[config.mk]
export PLATFORM = sky130hd
export DESIGN_NAME = lpm_ctrl
export DESIGN_NICKNAME = d
export VERILOG_FILES = /design/src/hw/rtl/assert_macros.svh /design/src/hw/rtl/lpm_pkg.sv /design/src/hw/rtl/lpm_ctrl.sv
export SDC_FILE = /design/constraint.sdc
export NUM_CORES = 1
export LEC_CHECK = 0
export BUFFER_PORTS_ARGS = -buffer_cell sky130_fd_sc_hd__buf_4
export CORE_AREA = 2 2 39 41
export DETAILED_ROUTE_END_ITERATION = 8
export DIE_AREA = 0 0 41 43
export PLACE_DENSITY_LB_ADDON = 0.1
export SETUP_SLACK_MARGIN = 0.2
export SLEW_MARGIN = 20
export SYNTH_ARGS = -nofsm -noshare
export SYNTH_HDL_FRONTEND = slang
export SYNTH_SLANG_ARGS = --single-unit
[constraint.sdc]
create_clock -name aclk -period 3.7 [get_ports aclk]
set_input_delay 0.37 -clock aclk [delete_from_list [all_inputs] [get_ports aclk]]
set_output_delay 0.37 -clock aclk [all_outputs]
set_load 0.01 [all_outputs]
[src/hw/rtl/assert_macros.svh]
// ----------------------------------------------------------------------------
// assert_macros.svh
// Concurrent assertion helpers, compiled out for synthesis.
// ----------------------------------------------------------------------------
`ifndef ASSERT_MACROS_SVH
`define ASSERT_MACROS_SVH

`ifndef SYNTHESIS

// Property checked every clock, masked while reset is asserted
`define ASSERT_ALWAYS(label, clk, rst_n, prop, msg) \
    label: assert property (@(posedge clk) disable iff (!rst_n) (prop)) else $error(msg);

// Antecedent in any cycle implies consequent in the next
`define ASSERT_NEXT(label, clk, rst_n, ante, cons, msg) \
    label: assert property (@(posedge clk) disable iff (!rst_n) (ante) |=> (cons)) else $error(msg);

`else

`define ASSERT_ALWAYS(label, clk, rst_n, prop, msg)
`define ASSERT_NEXT(label, clk, rst_n, ante, cons, msg)

`endif

`endif

[src/hw/rtl/lpm_pkg.sv]
`timescale 1ns / 1ps
// ----------------------------------------------------------------------------
// lpm_pkg
// Shared widths, item layouts and control/status types of the route lookup.
// ----------------------------------------------------------------------------
package lpm_pkg;

    // Field widths
    localparam int ADDR_BITS = 32;
    localparam int IDX_W     = 10;
    localparam int LEN_W     = 6;
    localparam int PORT_W    = 4;
    localparam int CNT_W     = 11;

    // Stream widths (whole bytes)
    localparam int S_TDATA_W = 120;
    localparam int M_TDATA_W = 56;

    // Parameter defaults
    localparam int DEFAULT_TABLE_DEPTH = 1024;
    localparam int DEFAULT_PORT_COUNT  = 16;

    // Item kinds carried in s_tuser
    localparam logic CMD_WRITE  = 1'b0;
    localparam logic CMD_LOOKUP = 1'b1;

    // Input item, last declared field in the lowest bits
    typedef struct packed {
        logic [3:0]           pad;
        logic [ADDR_BITS-1:0] lookup_addr;
        logic [PORT_W-1:0]    port_in;
        logic [ADDR_BITS-1:0] next_hop_in;
        logic [LEN_W-1:0]     prefix_len_in;
        logic [ADDR_BITS-1:0] route_prefix_in;
        logic [IDX_W-1:0]     entry_index;
    } in_item_t;

    // Result item, last declared field in the lowest bits
    typedef struct packed {
        logic [3:0]           pad;
        logic [LEN_W-1:0]     match_len;
        logic [IDX_W-1:0]     match_index;
        logic [PORT_W-1:0]    egress_port;
        logic [ADDR_BITS-1:0] hop_addr;
    } out_item_t;

    // One row of the route table
    typedef struct packed {
        logic [ADDR_BITS-1:0] prefix;
        logic [LEN_W-1:0]     len;
        logic [ADDR_BITS-1:0] hop;
        logic [PORT_W-1:0]    port;
    } route_entry_t;

    // Controller to datapath commands
    typedef struct packed {
        logic load;       // capture the accepted item, clear the best match
        logic wr_en;      // write the captured route into the table
        logic rd_issue;   // read the next table row of the scan
        logic out_load;   // move the result into the output register
    } dp_cmd_t;

    // Datapath to controller status
    typedef struct packed {
        logic count_zero; // no valid routes
        logic rd_last;    // current scan address is the last valid row
    } dp_stat_t;

    // Mask with len leading ones, len in 0..32
    function automatic logic [ADDR_BITS-1:0] len_mask(input logic [LEN_W-1:0] len);
        len_mask = ~({ADDR_BITS{1'b1}} >> len);
    endfunction

endpackage

[src/hw/rtl/lpm_ctrl.sv]
`timescale 1ns / 1ps
// ----------------------------------------------------------------------------
// lpm_ctrl
// Sequencer: accepts one item, runs a table write or a table scan (no scan for a
// lookup with a zero route count), then hands the result to the output register.
// ----------------------------------------------------------------------------
module lpm_ctrl (
    input  logic              aclk,
    input  logic              aresetn,
    input  logic              s_tvalid,
    output logic              s_tready,
    input  logic              s_tuser,    // [0] cmd
    output logic              m_tvalid,
    input  logic              m_tready,
    output lpm_pkg::dp_cmd_t  cmd,
    input  lpm_pkg::dp_stat_t stat
);

    typedef enum logic [2:0] {
        ST_IDLE,
        ST_WRITE,
        ST_SCAN,
        ST_DRAIN,
        ST_FINISH
    } state_t;

    state_t state_reg, state_next;
    logic   out_valid_reg, out_valid_next;
    logic   accept;
    logic   out_free;

    assign s_tready = (state_reg == ST_IDLE);
    assign accept   = s_tvalid && s_tready;
    assign out_free = !out_valid_reg || m_tready;
    assign m_tvalid = out_valid_reg;

    // Commands to the datapath
    always_comb begin
        cmd          = '0;
        cmd.load     = accept;
        cmd.wr_en    = (state_reg == ST_WRITE);
        cmd.rd_issue = (state_reg == ST_SCAN);
        cmd.out_load = (state_reg == ST_FINISH) && out_free;
    end

    // Next state
    always_comb begin
        state_next = state_reg;
        unique case (state_reg)
            ST_IDLE: begin
                if (accept) begin
                    if (s_tuser == lpm_pkg::CMD_WRITE) begin
                        state_next = ST_WRITE;
                    end else if (s_tuser == lpm_pkg::CMD_LOOKUP && stat.count_zero) begin
                        state_next = ST_FINISH;
                    end else begin
                        state_next = ST_SCAN;
                    end
                end
            end
            ST_WRITE: begin
                state_next = ST_FINISH;
            end
            ST_SCAN: begin
                if (stat.rd_last) begin
                    state_next = ST_DRAIN;
                end
            end
            ST_DRAIN: begin
                state_next = ST_FINISH;
            end
            ST_FINISH: begin
                if (out_free) begin
                    state_next = ST_IDLE;
                end
            end
            default: begin
                state_next = ST_IDLE;
            end
        endcase
    end

    // Output valid: set on load, cleared on transfer
    always_comb begin
        out_valid_next = out_valid_reg;
        if (cmd.out_load) begin
            out_valid_next = 1'b1;
        end else if (m_tready) begin
            out_valid_next = 1'b0;
        end
    end

    always_ff @(posedge aclk) begin
        if (!aresetn) begin
            state_reg     <= ST_IDLE;
            out_valid_reg <= 1'b0;
        end else begin
            state_reg     <= state_next;
            out_valid_reg <= out_valid_next;
        end
    end

endmodule

==> flow_metrics.py, run 1 <==
metrics = {
    "setup_path": {
        "reg2reg_depth": 4,
        "worstPathArrival_ns": 1.31,
        "reg2reg_to": "state_reg[0]",
        "critical_path.cell_chain": "or3_4 -> inv_2 -> and2_1 -> buf_4",
        "cp-start-kind": "flip-flop",
        "crit_fanout": 7,
        "crit_path_top_delay_cell": "or3_4",
        "crit_type": "reg2out",
        "cp-end-kind": "output pin",
        "critPathLaunch": "state_reg[2]",
        "worstSetupEndpoint": "cmd[3]",
        "crit_required_ns": 3.33,
        "r2r_start": "state_reg[2]",
        "reg2reg_setup_slack_ns": 2.43,
        "critPathMaxStageDelay_ns": 0.44,
    },
    "sta": {
        "hold_viol": 0,
        "max_freq_ghz": 0.594,
        "final_max_slew_viol_count": 0,
        "grt_setup_unrepaired": "no",
        "finalCritPeriodShare_pct": 45.5,
        "min_period_ns": 1.68,
        "setup_viol": 0,
        "tightest_slew_ns": 0.246,
        "finalClockSkew_ns": 0.00476,
        "setup_tns_ns": 0,
        "slew_headroom_pct": 83.6,
    },
    "layout": {
        "layout_commonest_cell": "buf_4",
        "fin_util_pct": 27.6,
        "largest_reg_flops": 3,
        "final_cell_mix": "buf_4 (12), dfxtp_1 (4), nor2b_1 (3), clkbuf_4 (3)",
        "num-nets-final": 52,
        "area_growth_pct": 44.5,
        "antenna_cells": 0,
        "layout-drive-gt1-share_pct": 46.5,
    },
    "global_routing": {
        "use_met2_pct": 9.06,
        "use_met3_pct": 6.28,
        "grt-busiest-layer": "met2",
        "antenna_found_initial": 0,
        "grt_remaining_overflow": 0,
        "met1_usage_pct": 8.01,
        "grt_pass1_wl_um": 807,
        "grt_max_degree": 8,
        "grt_usage_pct": 7.22,
        "first_global_vias": 203,
    },
    "yosys": {
        "yosys_register_bits": 4,
        "yosysUniqueCellTypes": 20,
        "netlist.area_leader.share_pct": 30.3,
        "synthArstFlopShare_pct": 0,
        "synth_warnings": 0,
        "synth_edf_count": 0,
        "syn-mean-instance-area_um2": 8.80,
        "syn_inst": 30,
        "netlist_area_um2": 264,
        "seq_area_frac_synth_pct": 30.3,
        "synth_area_leaders": "dfxtp_1 (30%), nor3b_2 (9.5%), nor2b_1 (7.1%), buf_4 (5.7%), nor3b_1 (5.7%)",
        "synth_nets": 37,
        "yosysTopAreaCell": "dfxtp_1",
        "synth_ff_type": "dfxtp_1",
    },
    "detailed_routing": {
        "drt_wl_total_um": 546,
        "via_per_inst": 4.37,
        "drcViolationCount": 0,
        "vias": 258,
        "wl_per_cell_um": 9.25,
        "dr.pass1.iters": 4,
        "antenna_left": 0,
        "drtIter0Drc": 3,
    },
    "clocking": {
        "clk_latency_ns": 0.23,
        "cts_buffer_depth": 2,
        "hold_buffers": 0,
        "clock_sinks": 4,
        "numCtsBuffers": 3,
        "postCtsSetupRepairBufs": 0,
        "cts_root_buffer": "clkbuf_4",
        "clk_pin_slew_ns": 0.04,
        "cts_tree": "built",
        "cts.repair.resized": 0,
        "h-tree-depth": 1,
    },
    "die": {
        "die_h_um": 43,
        "core.rowCount": 14,
        "design.die.area_mm2": 0.00176,
        "fp.coreArea_mm2": 0.00138,
        "start_util_pct": 19.1,
        "io_pins": 13,
        "die_w_um": 41,
    },
    "power": {
        "power_mw": 0.182,
        "irDropWorstVdd_mv": 0.138,
        "p_per_area_mw_per_mm2": 477,
        "leakagePower_nw": 0.173,
    },
    "hold_path": {
        "hold_start": "aresetn",
        "hold_class": "in2reg",
    },
    "outcome": {
        "status": "finished clean",
    },
    "place": {
        "io_buffers": 12,
        "place_congestion": 0.731,
    },
    "job": {
        "cap_violations": 0,
    },
}
## cells by family (layout without fill, tap and decap cells)
group | count (synthesis) | after routing | synth area share (%)
and+or+nand+nor | 15 | 15 | 41.7
AOI/OAI and AO/OA | 8 | 8 | 20.9
DFF | 4 | 4 | 30.3
buffers and inverters | 3 | 16 | 7.11
## cell type report
| cell class | count | area (um^2) |
|---|---|---|
| sequential | 4 | 80.1 |
| tap | 16 | 20.0 |
| timing repair buffer | 12 | 90.1 |
| multi-input combinational | 23 | 165 |
| inverter | 1 | 3.75 |
| clock buffer | 3 | 22.5 |
| fill | 155 | 1000 |
## worst min path at each step
stage	end	slack [ns]	cells past startpoint
2_1_floorplan	m_tvalid	0.49	1
3_3_place_gp	m_tvalid	0.61	2
3_5_place_dp	state_reg[2]	0.61	2
4_1_cts	m_tvalid	0.37	2
5_1_grt	m_tvalid	0.37	2
6_report	m_tvalid	0.37	2
## critical path, delay by kind of cell, from the launching register on
kind	cells	cell delay [ns]
buffers and inverters	2	0.18
DFF	1	0.35
and+or+nand+nor	2	0.56
## synth_stat cells (2+ instances only)
cell     count
nor3b_1      2
nor2b_1      3
buf_4        2
nor3b_2      2
o21a_1       2
and2_1       2
dfxtp_1      4
## metal layers
metal | wire length [um] | vias up
met5 | 0 | -
li1 | - | 131
met1 | 218 | 115
met3 | 76 | 0
met2 | 251 | 12
met4 | 0 | 0
## per-stage QoR
stage,hold WS (ns),std cells,setup slack [ns],instance area (um^2)
global placement,0.612,56,2.26,359
global route,0.368,59,1.96,382
detailed placement,0.611,56,2.25,359
floorplan,0.488,30,2.28,264
finish,0.371,59,2.02,382
CTS,0.367,59,2.01,382
## power by group
| part | leakage (nW) | switching [mW] | internal (mW) |
|---|---|---|---|
| sequential | 0.0329 | 0.00937 | 0.0498 |
| combinational | 0.126 | 0.0305 | 0.0398 |
| clock | 0.0138 | 0.0164 | 0.0362 |
| total | 0.173 | 0.0563 | 0.126 |
Note: power is estimated with default switching activity, not from simulation.
==> run 2: changes to the inputs <==
--- a/config.mk
+++ b/config.mk
@@ -5,6 +5,7 @@
 export SDC_FILE = /design/constraint.sdc
 export NUM_CORES = 1
 export LEC_CHECK = 0
+export ABC_AREA = 1
 export BUFFER_PORTS_ARGS = -buffer_cell sky130_fd_sc_hd__buf_4
 export CORE_AREA = 2 2 39 41
 export DETAILED_ROUTE_END_ITERATION = 8
==> constraint.sdc (replaced) <==
create_clock -name aclk -period 1.5 [get_ports aclk]
set_input_delay 0.15 -clock aclk [delete_from_list [all_inputs] [get_ports aclk]]
set_output_delay 0.15 -clock aclk [all_outputs]
set_load 0.01 [all_outputs]
==> run 2 against run 1 <==
  * Clock power is 150% higher
  * Flip-flop and latch count unchanged
  * Register-to-register slack worse by 2.0 ns
  * Clock-buffer cell count is the same
  * Area after synthesis is 7.6% lower
  * Cell area is 3.0% lower
  * Power increased by 100%
==> flow_metrics.py, run 2 <==
metrics = {
    "hold_path": {
        "hold_start": "aresetn",
        "hold_class": "in2reg",
    },
    "sta": {
        "setup_viol": 0,
        "slew_headroom_pct": 83.3,
        "finalClockSkew_ns": 0.00318,
        "max_freq_ghz": 0.816,
        "tightest_slew_ns": 0.249,
        "grt_setup_unrepaired": "yes",
        "min_period_ns": 1.23,
        "setup_tns_ns": 0,
        "hold_viol": 0,
        "final_max_slew_viol_count": 0,
        "finalCritPeriodShare_pct": 81.7,
    },
    "place": {
        "dpl.hpwl_um": 473,
        "place_congestion": 0.767,
        "io_buffers": 12,
    },
    "yosys": {
        "netlist.area_leader.share_pct": 32.8,
        "synth_ff_type": "dfxtp_1",
        "syn_inst": 37,
        "yosysTopAreaCell": "dfxtp_1",
        "synthArstFlopShare_pct": 0,
        "seq_area_frac_synth_pct": 32.8,
        "synth_edf_count": 0,
        "netlist_area_um2": 244,
        "yosysUniqueCellTypes": 15,
        "synth_common_cells": "inv_1 (6), nand2_1 (5), nor2_1 (5)",
        "synth_area_leaders": "dfxtp_1 (33%), inv_1 (9.2%), nand2_1 (7.7%), nor2_1 (7.7%), nor2_2 (7.7%)",
        "yosys_register_bits": 4,
        "syn-mean-instance-area_um2": 6.59,
        "synth_warnings": 0,
        "yosysMostFrequentCell": "inv_1",
        "synth_nets": 44,
    },
    "clocking": {
        "cts_root_buffer": "clkbuf_4",
        "cts_tree": "built",
        "cts_buffer_depth": 2,
        "h-tree-depth": 1,
        "numCtsBuffers": 3,
        "postCtsSetupRepairBufs": 0,
        "clock_sinks": 4,
        "clk_pin_slew_ns": 0.04,
        "clk_latency_ns": 0.23,
    },
    "die": {
        "fp.coreArea_mm2": 0.00138,
        "core.rowCount": 14,
        "die_w_um": 41,
        "io_pins": 13,
        "start_util_pct": 17.6,
        "die_h_um": 43,
        "design.die.area_mm2": 0.00176,
    },
    "detailed_routing": {
        "drcViolationCount": 0,
        "drtIter0Drc": 2,
        "wl_per_cell_um": 8.32,
        "dr.pass1.iters": 4,
        "vias": 267,
        "via_per_inst": 4.05,
        "drt_wl_total_um": 549,
        "antenna_left": 0,
    },
    "layout": {
        "final_cell_mix": "buf_4 (12), inv_1 (6), nor2_1 (5)",
        "num-fill-cells": 160,
        "antenna_cells": 0,
        "largest_reg_flops": 3,
        "layout_commonest_cell": "buf_4",
        "fin_util_pct": 26.8,
        "layout-drive-gt1-share_pct": 46.0,
        "num-nets-final": 59,
        "area_growth_pct": 51.8,
    },
    "power": {
        "p_per_area_mw_per_mm2": 987,
        "leakagePower_nw": 0.187,
        "irDropWorstVdd_mv": 0.398,
    },
    "setup_path": {
        "r2r_start": "state_reg[0]",
        "reg2reg_depth": 6,
        "crit_type": "reg2out",
        "crit_fanout": 5,
        "worstPathArrival_ns": 1.08,
        "reg2reg_to": "state_reg[2]",
        "critPathLaunch": "state_reg[2]",
        "cp-end-kind": "output pin",
        "crit_required_ns": 1.35,
        "cp-start-kind": "flip-flop",
        "reg2reg_setup_slack_ns": 0.43,
        "worstSetupEndpoint": "cmd[0]",
    },
    "job": {
        "cap_violations": 0,
    },
    "global_routing": {
        "first_global_vias": 218,
        "antenna_found_initial": 0,
        "grt_remaining_overflow": 0,
        "grt_max_degree": 6,
        "grt_usage_pct": 7.93,
        "grt_pass1_wl_um": 897,
    },
    "outcome": {
        "status": "finished clean",
    },
}
[run 2: layout make-up]
class	count	area, um^2	share of cell area, %
clock buffer	3	22.5	6.08
inverter	8	30.0	8.11
multi-input combinational	23	126	34.1
sequential	4	81.3	22.0
tap	16	20.0	5.41
timing repair buffer	12	90.1	24.3
[run 2: cells by family (layout without fill, tap and decap cells)]
group | after synthesis | in the layout | synth area share (%)
flops | 4 | 4 | 32.8
buf+inv | 10 | 23 | 18.5
simple gates | 19 | 19 | 39.0
compound gates | 4 | 4 | 9.74
[run 2: through the flow]
step                worst slack (ns)  instances  hold slack [ns]  area [um^2]  power, mW
detailed placement             0.435         63            0.436          339      0.234
floorplan                      0.484         37            0.313          244      0.192
CTS                            0.216         66            0.191          363      0.371
global placement               0.442         63            0.431          339      0.235
finish                         0.274         66            0.191          370      0.366
global route                   0.180         66            0.202          370      0.402
[run 2: worst max-delay path: stages (launching register included)]
cell	delay, ns
dfxtp_2	0.35
inv_2	0.07
nor4_2	0.25
buf_4	0.17
[run 2: layer usage]
metal	track usage, %	vias to the layer above	share of wire (%)
met5	0	-	0
li1	-	143	-
met3	7.85	0	9.5
met2	9.69	10	48
met4	2.00	0	0
met1	9.65	114	42
[run 2: what timing repair did]
action	4_1_cts	5_1_grt
hold buffers	0	0
endpoints found under the setup margin	1	3
gates resized for setup	1	2
pin swaps	0	1
[run 2: worst min-delay path by stage]
stage / endpoint / slack, ns / depth (start not counted)
2_1_floorplan: m_tvalid / 0.31 / 2
3_3_place_gp: m_tvalid / 0.43 / 3
3_5_place_dp: m_tvalid / 0.44 / 3
4_1_cts: m_tvalid / 0.19 / 3
5_1_grt: m_tvalid / 0.20 / 3
6_report: m_tvalid / 0.19 / 3
[run 2: power by group]
| group | leakage, nW | internal, mW | switching (mW) |
|---|---|---|---|
| Clock | 0.0138 | 0.0893 | 0.0407 |
| Sequential | 0.0331 | 0.116 | 0.0108 |
| Combinational | 0.140 | 0.0533 | 0.0557 |
| Total | 0.187 | 0.258 | 0.107 |
